File: src/rtl/core/pet_pkg.sv
// Shared types and constants of the PID error tracker.
`timescale 1ns / 1ps
package pet_pkg;

  localparam int unsigned WARMUP_STEPS = 500;
  localparam int unsigned INTEG_PERIOD = 10;
  localparam int unsigned INTEG_LIMIT  = 4608;

  localparam int unsigned SAMPLE_W = 16;
  localparam int unsigned GAIN_W   = 16;
  localparam int unsigned PROP_W   = 32;
  localparam int unsigned INTEG_W  = 14;
  localparam int unsigned DERIV_W  = 17;
  localparam int unsigned STEP_W   = 9;
  localparam int unsigned PHASE_W  = 4;
  localparam int unsigned OPA_W    = 33;
  localparam int unsigned PROD_W   = OPA_W + GAIN_W;
  localparam int unsigned ACC_W    = 52;
  localparam int unsigned DRIVE_W  = 32;
  localparam int unsigned FRAC_SH  = 12;

  localparam logic [1:0] REG_GAIN_PROP  = 2'd0;
  localparam logic [1:0] REG_GAIN_INTEG = 2'd1;
  localparam logic [1:0] REG_GAIN_DERIV = 2'd2;

  typedef struct packed {
    logic clear;
    logic mul_en;
    logic acc_en;
  } mac_ctrl_t;

endpackage

File: src/rtl/core/pet_mac.sv
// Shared multiplier with signed and magnitude accumulators.
`timescale 1ns / 1ps
module pet_mac (
  input  logic                                 clk_i,
  input  logic                                 rst_ni,
  input  pet_pkg::mac_ctrl_t                   ctrl_i,
  input  logic signed [pet_pkg::OPA_W-1:0]     op_a_i,
  input  logic signed [pet_pkg::GAIN_W-1:0]    op_b_i,
  output logic signed [pet_pkg::PROD_W-1:0]    prod_o,
  output logic signed [pet_pkg::ACC_W-1:0]     sum_o,
  output logic signed [pet_pkg::ACC_W-1:0]     mag_o
);

  logic signed [pet_pkg::PROD_W-1:0] prod_q, prod_d;
  logic                              neg_q;
  logic signed [pet_pkg::ACC_W-1:0]  sum_q, mag_q, prod_ext;

  assign prod_d   = op_a_i * op_b_i;
  assign prod_ext = {{(pet_pkg::ACC_W - pet_pkg::PROD_W){prod_q[pet_pkg::PROD_W-1]}}, prod_q};

  always_ff @(posedge clk_i or negedge rst_ni) begin
    if (!rst_ni) begin
      neg_q <= 1'b0;
    end else if (ctrl_i.mul_en) begin
      neg_q <= op_a_i[pet_pkg::OPA_W-1];
    end
  end

  always_ff @(posedge clk_i) begin
    if (ctrl_i.mul_en) begin
      prod_q <= prod_d;
    end
    if (ctrl_i.clear) begin
      sum_q <= '0;
      mag_q <= '0;
    end else if (ctrl_i.acc_en) begin
      sum_q <= sum_q + prod_ext;
      mag_q <= neg_q ? (mag_q - prod_ext) : (mag_q + prod_ext);
    end
  end

  assign prod_o = prod_q;
  assign sum_o  = sum_q;
  assign mag_o  = mag_q;

endmodule

File: src/rtl/core/pid_error_tracker.sv
// Top level of the PID error tracker: sequencer, state, gains and output register.
//
// Usage: error samples (signed Q8.8) arrive on the s_axis stream, one per
// transfer. Each sample updates the proportional and derivative terms (every
// tenth past warmup also the integral term) and yields one m_axis transfer
// carrying two saturated Q24.8 drives: the negated gain-weighted sum and the
// negated sum over absolute terms. Gains are written over the APB port (0x0
// prop, 0x4 integ, 0x8 deriv, signed Q4.12) while no sample is in flight.
// Path: a sample passes ST_MULP, ST_MULI, ST_MULD, ST_ACC and ST_FIN to the
// output register; the first sample after reset passes ST_CUBE1, ST_CUBE2 and
// ST_CUBE3 before them, for two extra multiplies and a scale step for the cube.
// s_axis_tready is low while a sample is being worked, so a new sample is taken
// only once the last one has left ST_FIN. The three gain products run one after
// another through one shared multiplier and two accumulators.
// The output register holds one result; the next sample is taken and worked
// while it waits, and the sequencer holds in its last step while a stalled
// result is still pending.
// Reset clears all terms, history, step count, phase and gains; the first
// sample after reset takes the cube path.
`timescale 1ns / 1ps
module pid_error_tracker (
  input  logic        clk_i,
  input  logic        rst_ni,
  input  logic        psel,
  input  logic        penable,
  input  logic        pwrite,
  input  logic [3:0]  paddr,
  input  logic [31:0] pwdata,
  output logic [31:0] prdata,
  output logic        pready,
  input  logic        s_axis_tvalid,
  output logic        s_axis_tready,
  input  logic [15:0] s_axis_tdata,   // [15:0] error_sample
  output logic        m_axis_tvalid,
  input  logic        m_axis_tready,
  output logic [63:0] m_axis_tdata    // [31:0] drive_signed, [63:32] drive_magnitude
);

  localparam logic [3:0] ST_IDLE  = 4'd0;
  localparam logic [3:0] ST_CUBE1 = 4'd1;
  localparam logic [3:0] ST_CUBE2 = 4'd2;
  localparam logic [3:0] ST_CUBE3 = 4'd3;
  localparam logic [3:0] ST_MULP  = 4'd4;
  localparam logic [3:0] ST_MULI  = 4'd5;
  localparam logic [3:0] ST_MULD  = 4'd6;
  localparam logic [3:0] ST_ACC   = 4'd7;
  localparam logic [3:0] ST_FIN   = 4'd8;

  localparam int unsigned SH_W = pet_pkg::ACC_W - pet_pkg::FRAC_SH;

  logic [3:0] state_q, state_d;

  logic signed [pet_pkg::GAIN_W-1:0]   gain_prop_q, gain_integ_q, gain_deriv_q;
  logic signed [pet_pkg::PROP_W-1:0]   prop_q, prop_d;
  logic signed [pet_pkg::INTEG_W-1:0]  integ_q, integ_d;
  logic signed [pet_pkg::DERIV_W-1:0]  deriv_q, deriv_d;
  logic signed [pet_pkg::SAMPLE_W-1:0] last_q, last_d, second_q, second_d, sample_q, e;
  logic [pet_pkg::STEP_W-1:0]          step_q, step_d;
  logic [pet_pkg::PHASE_W-1:0]         phase_q, phase_d;

  logic                                in_xfer, cfg_wr, out_load;
  logic signed [19:0]                  e20, l20, s20, acc20;

  pet_pkg::mac_ctrl_t                  mac_ctrl;
  logic signed [pet_pkg::OPA_W-1:0]    op_a;
  logic signed [pet_pkg::GAIN_W-1:0]   op_b;
  logic signed [pet_pkg::PROD_W-1:0]   prod;
  logic signed [pet_pkg::ACC_W-1:0]    sum, mag, sum_neg, mag_neg;
  logic signed [SH_W-1:0]              sum_sh, mag_sh;
  logic signed [pet_pkg::DRIVE_W-1:0]  drv_sig, drv_mag;
  logic                                out_valid_q;
  logic [63:0]                         out_data_q;

  // configuration port
  assign pready = 1'b1;
  assign cfg_wr = psel & penable & pwrite;

  always_ff @(posedge clk_i or negedge rst_ni) begin
    if (!rst_ni) begin
      gain_prop_q  <= '0;
      gain_integ_q <= '0;
      gain_deriv_q <= '0;
    end else if (cfg_wr) begin
      case (paddr[3:2])
        pet_pkg::REG_GAIN_PROP:  gain_prop_q  <= pwdata[15:0];
        pet_pkg::REG_GAIN_INTEG: gain_integ_q <= pwdata[15:0];
        pet_pkg::REG_GAIN_DERIV: gain_deriv_q <= pwdata[15:0];
        default: ;
      endcase
    end
  end

  always_comb begin
    case (paddr[3:2])
      pet_pkg::REG_GAIN_PROP:  prdata = {{16{gain_prop_q[15]}}, gain_prop_q};
      pet_pkg::REG_GAIN_INTEG: prdata = {{16{gain_integ_q[15]}}, gain_integ_q};
      pet_pkg::REG_GAIN_DERIV: prdata = {{16{gain_deriv_q[15]}}, gain_deriv_q};
      default:                 prdata = '0;
    endcase
  end

  // term update at transfer
  assign s_axis_tready = (state_q == ST_IDLE);
  assign in_xfer       = s_axis_tvalid & s_axis_tready;
  assign e             = s_axis_tdata;

  assign e20   = {{4{e[15]}}, e};
  assign l20   = {{4{last_q[15]}}, last_q};
  assign s20   = {{4{second_q[15]}}, second_q};
  assign acc20 = {{6{integ_q[pet_pkg::INTEG_W-1]}}, integ_q} + (e20 <<< 1) + e20
               + (l20 <<< 2) + (s20 <<< 1) + s20;

  always_comb begin
    prop_d   = prop_q;
    integ_d  = integ_q;
    deriv_d  = deriv_q;
    last_d   = last_q;
    second_d = second_q;
    step_d   = step_q;
    phase_d  = phase_q;
    if (in_xfer) begin
      if (step_q == '0) begin
        integ_d = '0;
        deriv_d = '0;
        last_d  = e;
      end else begin
        prop_d  = {{(pet_pkg::PROP_W - pet_pkg::SAMPLE_W){e[15]}}, e};
        deriv_d = {e[15], e} - {last_q[15], last_q};
        if (phase_q == '0) begin
          if (acc20 > 20'sd4608) begin
            integ_d = pet_pkg::INTEG_W'(pet_pkg::INTEG_LIMIT);
          end else if (acc20 < -20'sd4608) begin
            integ_d = -pet_pkg::INTEG_W'(pet_pkg::INTEG_LIMIT);
          end else begin
            integ_d = acc20[pet_pkg::INTEG_W-1:0];
          end
        end
        if (step_q < pet_pkg::STEP_W'(pet_pkg::WARMUP_STEPS)) begin
          integ_d = '0;
        end
        second_d = last_q;
        last_d   = e;
      end
      if (step_q < pet_pkg::STEP_W'(pet_pkg::WARMUP_STEPS)) begin
        step_d = step_q + 1'b1;
      end
      if (phase_q + 1'b1 >= pet_pkg::PHASE_W'(pet_pkg::INTEG_PERIOD)) begin
        phase_d = '0;
      end else begin
        phase_d = phase_q + 1'b1;
      end
    end else if (state_q == ST_CUBE3) begin
      prop_d = prod[47:16];
    end
  end

  always_ff @(posedge clk_i or negedge rst_ni) begin
    if (!rst_ni) begin
      prop_q   <= '0;
      integ_q  <= '0;
      deriv_q  <= '0;
      last_q   <= '0;
      second_q <= '0;
      step_q   <= '0;
      phase_q  <= '0;
    end else begin
      prop_q   <= prop_d;
      integ_q  <= integ_d;
      deriv_q  <= deriv_d;
      last_q   <= last_d;
      second_q <= second_d;
      step_q   <= step_d;
      phase_q  <= phase_d;
    end
  end

  always_ff @(posedge clk_i) begin
    if (in_xfer) begin
      sample_q <= e;
    end
  end

  // sequencer
  always_comb begin
    state_d         = state_q;
    mac_ctrl.clear  = 1'b0;
    mac_ctrl.mul_en = 1'b0;
    mac_ctrl.acc_en = 1'b0;
    op_a            = '0;
    op_b            = '0;
    out_load        = 1'b0;
    case (state_q)
      ST_IDLE: begin
        if (in_xfer) begin
          mac_ctrl.clear = 1'b1;
          state_d        = (step_q == '0) ? ST_CUBE1 : ST_MULP;
        end
      end
      ST_CUBE1: begin
        mac_ctrl.mul_en = 1'b1;
        op_a            = {{(pet_pkg::OPA_W - pet_pkg::SAMPLE_W){sample_q[15]}}, sample_q};
        op_b            = sample_q;
        state_d         = ST_CUBE2;
      end
      ST_CUBE2: begin
        mac_ctrl.mul_en = 1'b1;
        op_a            = prod[pet_pkg::OPA_W-1:0];
        op_b            = sample_q;
        state_d         = ST_CUBE3;
      end
      ST_CUBE3: begin
        state_d = ST_MULP;
      end
      ST_MULP: begin
        mac_ctrl.mul_en = 1'b1;
        op_a            = {prop_q[pet_pkg::PROP_W-1], prop_q};
        op_b            = gain_prop_q;
        state_d         = ST_MULI;
      end
      ST_MULI: begin
        mac_ctrl.mul_en = 1'b1;
        mac_ctrl.acc_en = 1'b1;
        op_a = {{(pet_pkg::OPA_W - pet_pkg::INTEG_W){integ_q[pet_pkg::INTEG_W-1]}}, integ_q};
        op_b            = gain_integ_q;
        state_d         = ST_MULD;
      end
      ST_MULD: begin
        mac_ctrl.mul_en = 1'b1;
        mac_ctrl.acc_en = 1'b1;
        op_a = {{(pet_pkg::OPA_W - pet_pkg::DERIV_W){deriv_q[pet_pkg::DERIV_W-1]}}, deriv_q};
        op_b            = gain_deriv_q;
        state_d         = ST_ACC;
      end
      ST_ACC: begin
        mac_ctrl.acc_en = 1'b1;
        state_d         = ST_FIN;
      end
      ST_FIN: begin
        if (!out_valid_q || m_axis_tready) begin
          out_load = 1'b1;
          state_d  = ST_IDLE;
        end
      end
      default: begin
        state_d = ST_IDLE;
      end
    endcase
  end

  always_ff @(posedge clk_i or negedge rst_ni) begin
    if (!rst_ni) begin
      state_q <= ST_IDLE;
    end else begin
      state_q <= state_d;
    end
  end

  pet_mac u_mac (
    .clk_i  (clk_i),
    .rst_ni (rst_ni),
    .ctrl_i (mac_ctrl),
    .op_a_i (op_a),
    .op_b_i (op_b),
    .prod_o (prod),
    .sum_o  (sum),
    .mag_o  (mag)
  );

  // negate, floor-shift and saturate
  assign sum_neg = -sum;
  assign mag_neg = -mag;
  assign sum_sh  = sum_neg[pet_pkg::ACC_W-1:pet_pkg::FRAC_SH];
  assign mag_sh  = mag_neg[pet_pkg::ACC_W-1:pet_pkg::FRAC_SH];

  always_comb begin
    if (sum_sh[SH_W-1:pet_pkg::DRIVE_W-1] == '0 ||
        sum_sh[SH_W-1:pet_pkg::DRIVE_W-1] == '1) begin
      drv_sig = sum_sh[pet_pkg::DRIVE_W-1:0];
    end else begin
      drv_sig = {sum_sh[SH_W-1], {(pet_pkg::DRIVE_W-1){~sum_sh[SH_W-1]}}};
    end
    if (mag_sh[SH_W-1:pet_pkg::DRIVE_W-1] == '0 ||
        mag_sh[SH_W-1:pet_pkg::DRIVE_W-1] == '1) begin
      drv_mag = mag_sh[pet_pkg::DRIVE_W-1:0];
    end else begin
      drv_mag = {mag_sh[SH_W-1], {(pet_pkg::DRIVE_W-1){~mag_sh[SH_W-1]}}};
    end
  end

  // output register
  always_ff @(posedge clk_i or negedge rst_ni) begin
    if (!rst_ni) begin
      out_valid_q <= 1'b0;
    end else if (out_load) begin
      out_valid_q <= 1'b1;
    end else if (m_axis_tready) begin
      out_valid_q <= 1'b0;
    end
  end

  always_ff @(posedge clk_i) begin
    if (out_load) begin
      out_data_q <= {drv_mag, drv_sig};
    end
  end

  assign m_axis_tvalid = out_valid_q;
  assign m_axis_tdata  = out_data_q;

  a_integ_range: assert property (@(posedge clk_i) disable iff (!rst_ni)
    (integ_q <= $signed(14'd4608)) && (integ_q >= -$signed(14'd4608)))
    else $error("integral term out of clamp range");

  a_integ_warmup: assert property (@(posedge clk_i) disable iff (!rst_ni)
    (integ_q != '0) |-> (step_q == pet_pkg::STEP_W'(pet_pkg::WARMUP_STEPS)))
    else $error("integral term nonzero during warmup");

  a_step_sat: assert property (@(posedge clk_i) disable iff (!rst_ni)
    step_q <= pet_pkg::STEP_W'(pet_pkg::WARMUP_STEPS))
    else $error("step count beyond warmup");

  a_phase_range: assert property (@(posedge clk_i) disable iff (!rst_ni)
    phase_q < pet_pkg::PHASE_W'(pet_pkg::INTEG_PERIOD))
    else $error("phase beyond period");

  a_busy_after_xfer: assert property (@(posedge clk_i) disable iff (!rst_ni)
    in_xfer |=> !s_axis_tready)
    else $error("ready right after a transfer");

endmodule

File: config.mk
export PLATFORM = sky130hd
export DESIGN_NAME = pid_error_tracker
export DESIGN_NICKNAME = d
export VERILOG_FILES = /design/src/rtl/core/pet_pkg.sv /design/src/rtl/core/pet_mac.sv /design/src/rtl/core/pid_error_tracker.sv
export SDC_FILE = /design/constraint.sdc
export NUM_CORES = 2
export LEC_CHECK = 0
export ABC_AREA = 0
export ABC_CLOCK_PERIOD_IN_PS = 10100
export BUFFER_PORTS_ARGS = -buffer_cell sky130_fd_sc_hd__buf_2
export CELL_PAD_IN_SITES_DETAIL_PLACEMENT = 1
export CELL_PAD_IN_SITES_GLOBAL_PLACEMENT = 2
export CORE_MARGIN = 2
export CORE_UTILIZATION = 40
export DETAILED_ROUTE_END_ITERATION = 10
export PLACE_DENSITY = 0.91
export SYNTH_ARGS = -nofsm -noshare
export SYNTH_HDL_FRONTEND = slang
export SYNTH_HIERARCHICAL = 1
export SYNTH_SLANG_ARGS = --single-unit
File: constraint.sdc
create_clock -name clk_i -period 10.1 [get_ports clk_i]
set_input_delay 1.01 -clock clk_i [delete_from_list [all_inputs] [get_ports clk_i]]
set_output_delay 1.01 -clock clk_i [all_outputs]
set_load 0.01 [all_outputs]
==> run_results.csv <==
group,metric,value,unit
run_status,status,"finished, final reports clean",
yosys,syn-instance-count,5035,
global_route,antenna_found_initial,5,
route,wl_per_cell,21.23,um
sta,period_minus_slack,9.682,ns
setup_path,crit_type,"reg2reg",
sta,relSlewSlack,15.16,%
yosys,syn-num-nets,5922,
place,port_buffers,138,
clocking,cts.sinks,395,
die,dieArea,115100,um^2
yosys,syn_avg_cell_area,8.933,um^2
route,vias,36418,
cells_and_area,drive_above_1_share,8.024,%
yosys,yosysWarnings,6,
yosys,yosys_register_bits,395,
global_route,grt_first_pass_wirelength,222300,um
clocking,postCtsSetupRepairBufs,0,
route,drc,0,
clocking,clock_path_buffers,3,
clocking,cts_inserted_buffers,47,
setup_path,r2r_setup_slack,0.42,ns
sta,finalWorstSetupSlack,0.4182,ns
cells_and_area,syn_to_final_growth,8.752,%
yosys,ys_top_cells_by_count,"774 x inv_1, 617 x nand2_1, 567 x fa_1",
yosys,synth_top_flop_cell,"dfrtp_1",
place,pre_cts_ws,0.6525,ns
die,rows,123,
route,drt-pass1-iter-count,6,
die,coreArea,112000,um^2
sta,grt_setup_unrepaired,"no",
cells_and_area,final_nets,5972,
die,ios,158,
clocking,hold_buffers,0,
clocking,clk_pin_slew_worst_paths,0.06,ns
clocking,htreeDepth,2,
yosys,netlist.area_leader.share,25.24,%
clocking,ctsResizeCount,0,
sta,finalSetupViolCount,0,
yosys,synth_cell_types,90,
yosys,synth.most_common_cell,"inv_1",
global_route,grt_usage,24.34,%
sta,fmax,0.1033,GHz
die,initial_utilization,40.14,%
cells_and_area,fill_cells,13248,
yosys,seq_area_frac_synth,22.25,%
sta,maxSlewViolCount,0,
yosys,synth_area_leaders,"fa_1 25%, dfrtp_1 9.0%, edfxtp_1 8.6%, ha_1 7.3%, inv_1 6.5%",
global_route,overflow,0,
yosys,synth-edff-count,129,
setup_path,cp.arrival,10.01,ns
place,gp_congestion,0.9031,
clocking,clk_latency,0.62,ns
clocking,cts_tree,"done",
yosys,syn_area,44980,um^2
job,maxCapViolCount,0,
setup_path,start_kind,"flip-flop",
clocking,cts_root_buf,"clkbuf_16",
route,via_per_inst,5.499,
hold_path,hold_depth,1,
yosys,synth-async-reset-ratio,41.01,%
setup_path,r2r_cells,27,
sta,fin_worst_skew,0.03062,ns
setup_path,cp_max_fo,19,
place,dp_hpwl,109700,um
setup_path,cp_data_required_time,10.42,ns
sta,final-hold-violation-count,0,
route,drt-total-wl,140600,um
route,detail-route-antenna-nets,0,
setup_path,worstSetupEndpointType,"flip-flop",
sta,fin_crit_sh,95.86,%
global_route,grt_pass1_vias,39397,
sta,tns,0,ns
die,die_w,339.3,um
sta,worst_pin_slew,1.273,ns
hold_path,hold_path_class,"reg2reg",
die,die_h,339.3,um
route,drtIter0Drc,2214,
yosys,yosysTopAreaCell,"fa_1",
global_route,grt_max_degree,98,
state kept, by name (all words and copies together) (netlist names), 17 cells and up:
name,cells
m_axis_tdata,64
u_mac/mag_o,52
u_mac/sum_o,52
u_mac/prod_o,49
prop_q,32
deriv_q,17
critical path, cell delays in order, from the launching register on:
cell and delay, ns:
dfrtp_1 0.56, nand2b_1 0.36, nor2_2 0.21, buf_4 0.27
a222oi_1 0.72, nand2_1 0.68, buf_4 0.45, nand2_1 0.13
fa_1 0.46, fa_1 0.48, fa_1 0.54, inv_1 0.06
fa_1 0.47, fa_1 0.55, inv_1 0.06, fa_1 0.54
inv_1 0.04, ha_1 0.41, nand4_1 0.17, or3_1 0.44
nor4_1 0.32, a211oi_1 0.10, a21o_1 0.26, o31a_1 0.29
o21ai_0 0.28, a21oi_1 0.15, o21ai_0 0.21, xnor2_1 0.15
cell type report:
type / instances / area, um^2 / share of cell area (%)
antenna: 1 / 2.502 / 0.005116
clock buffer: 64 / 1310 / 2.678
clock inverter: 22 / 182.7 / 0.3735
inverter: 776 / 2915 / 5.960
multi-input combinational: 3626 / 31150 / 63.68
sequential: 395 / 10010 / 20.47
tap: 1500 / 1877 / 3.837
timing repair buffer: 239 / 1468 / 3.001
per-stage QoR:
stage | std cells | area, um^2 | hold WS [ns] | utilization, %
detailed placement | 6536 | 47420 | 0.4672 | 42.32
global placement | 6536 | 47420 | 0.4590 | 42.32
finish | 6623 | 48910 | 0.4805 | 43.66
global route | 6622 | 48910 | 0.4927 | 43.66
floorplan | 5035 | 44980 | 0.4478 | -
CTS | 6622 | 48910 | 0.4811 | 43.66
routing by layer:
layer | up-vias | wire length (um) | global-route usage (%) | share of wire [%]
met1 | 18707 | 60040 | 31.76 | 43
met5 | - | 27 | 0 | 0.019
met4 | 4 | 4251 | 7.236 | 3.0
met3 | 233 | 7340 | 3.164 | 5.2
li1 | 16530 | - | - | -
met2 | 944 | 68940 | 42.09 | 49
placed cells by master (no fill, tap or decap), types with 28 or more instances in the layout:
cell / n
ha_1: 261
o21a_1: 32
nand3_1: 62
clkbuf_16: 47
nor2_1: 280
a222oi_1: 31
buf_4: 100
a211oi_1: 36
buf_2: 137
mux2_2: 49
fa_1: 567
and2_1: 225
nand2b_1: 38
a21oi_1: 250
a21o_1: 92
a31oi_1: 28
mux2i_1: 66
nand2_1: 616
xor2_1: 88
xnor2_1: 173
inv_1: 774
nand4_1: 31
dfrtp_1: 161
nor3_1: 69
o21ai_0: 266
edfxtp_1: 129
dfxtp_1: 104
worst paths after layout:
check                            from                to
min reg2reg                prop_q[14]        prop_q[14]
min                        prop_q[14]        prop_q[14]
max                        state_q[3]  u_mac/prod_o[48]
max reg2reg                state_q[3]  u_mac/prod_o[48]
min in group asynchronous      rst_ni         step_q[1]
max in group asynchronous      rst_ni       u_mac/neg_q
logic make-up (layout without fill, tap and decap cells):
logic type | count (synthesis) | in the layout | synth area share (%)
and+or+nand+nor | 1477 | 1477 | 15.54
buffers and inverters | 1014 | 1101 | 8.640
AOI/OAI and AO/OA | 942 | 942 | 13.24
adders and majority gates | 828 | 828 | 32.50
DFF | 395 | 395 | 22.26
xor gates and xnor gates | 261 | 261 | 5.082
muxes | 117 | 117 | 2.740
other | 1 | 2 | 0.008338
Power is left out: the tool's default activity adds up to more than one toggle a clock period on the data nets, which glitch-free logic cannot reach.
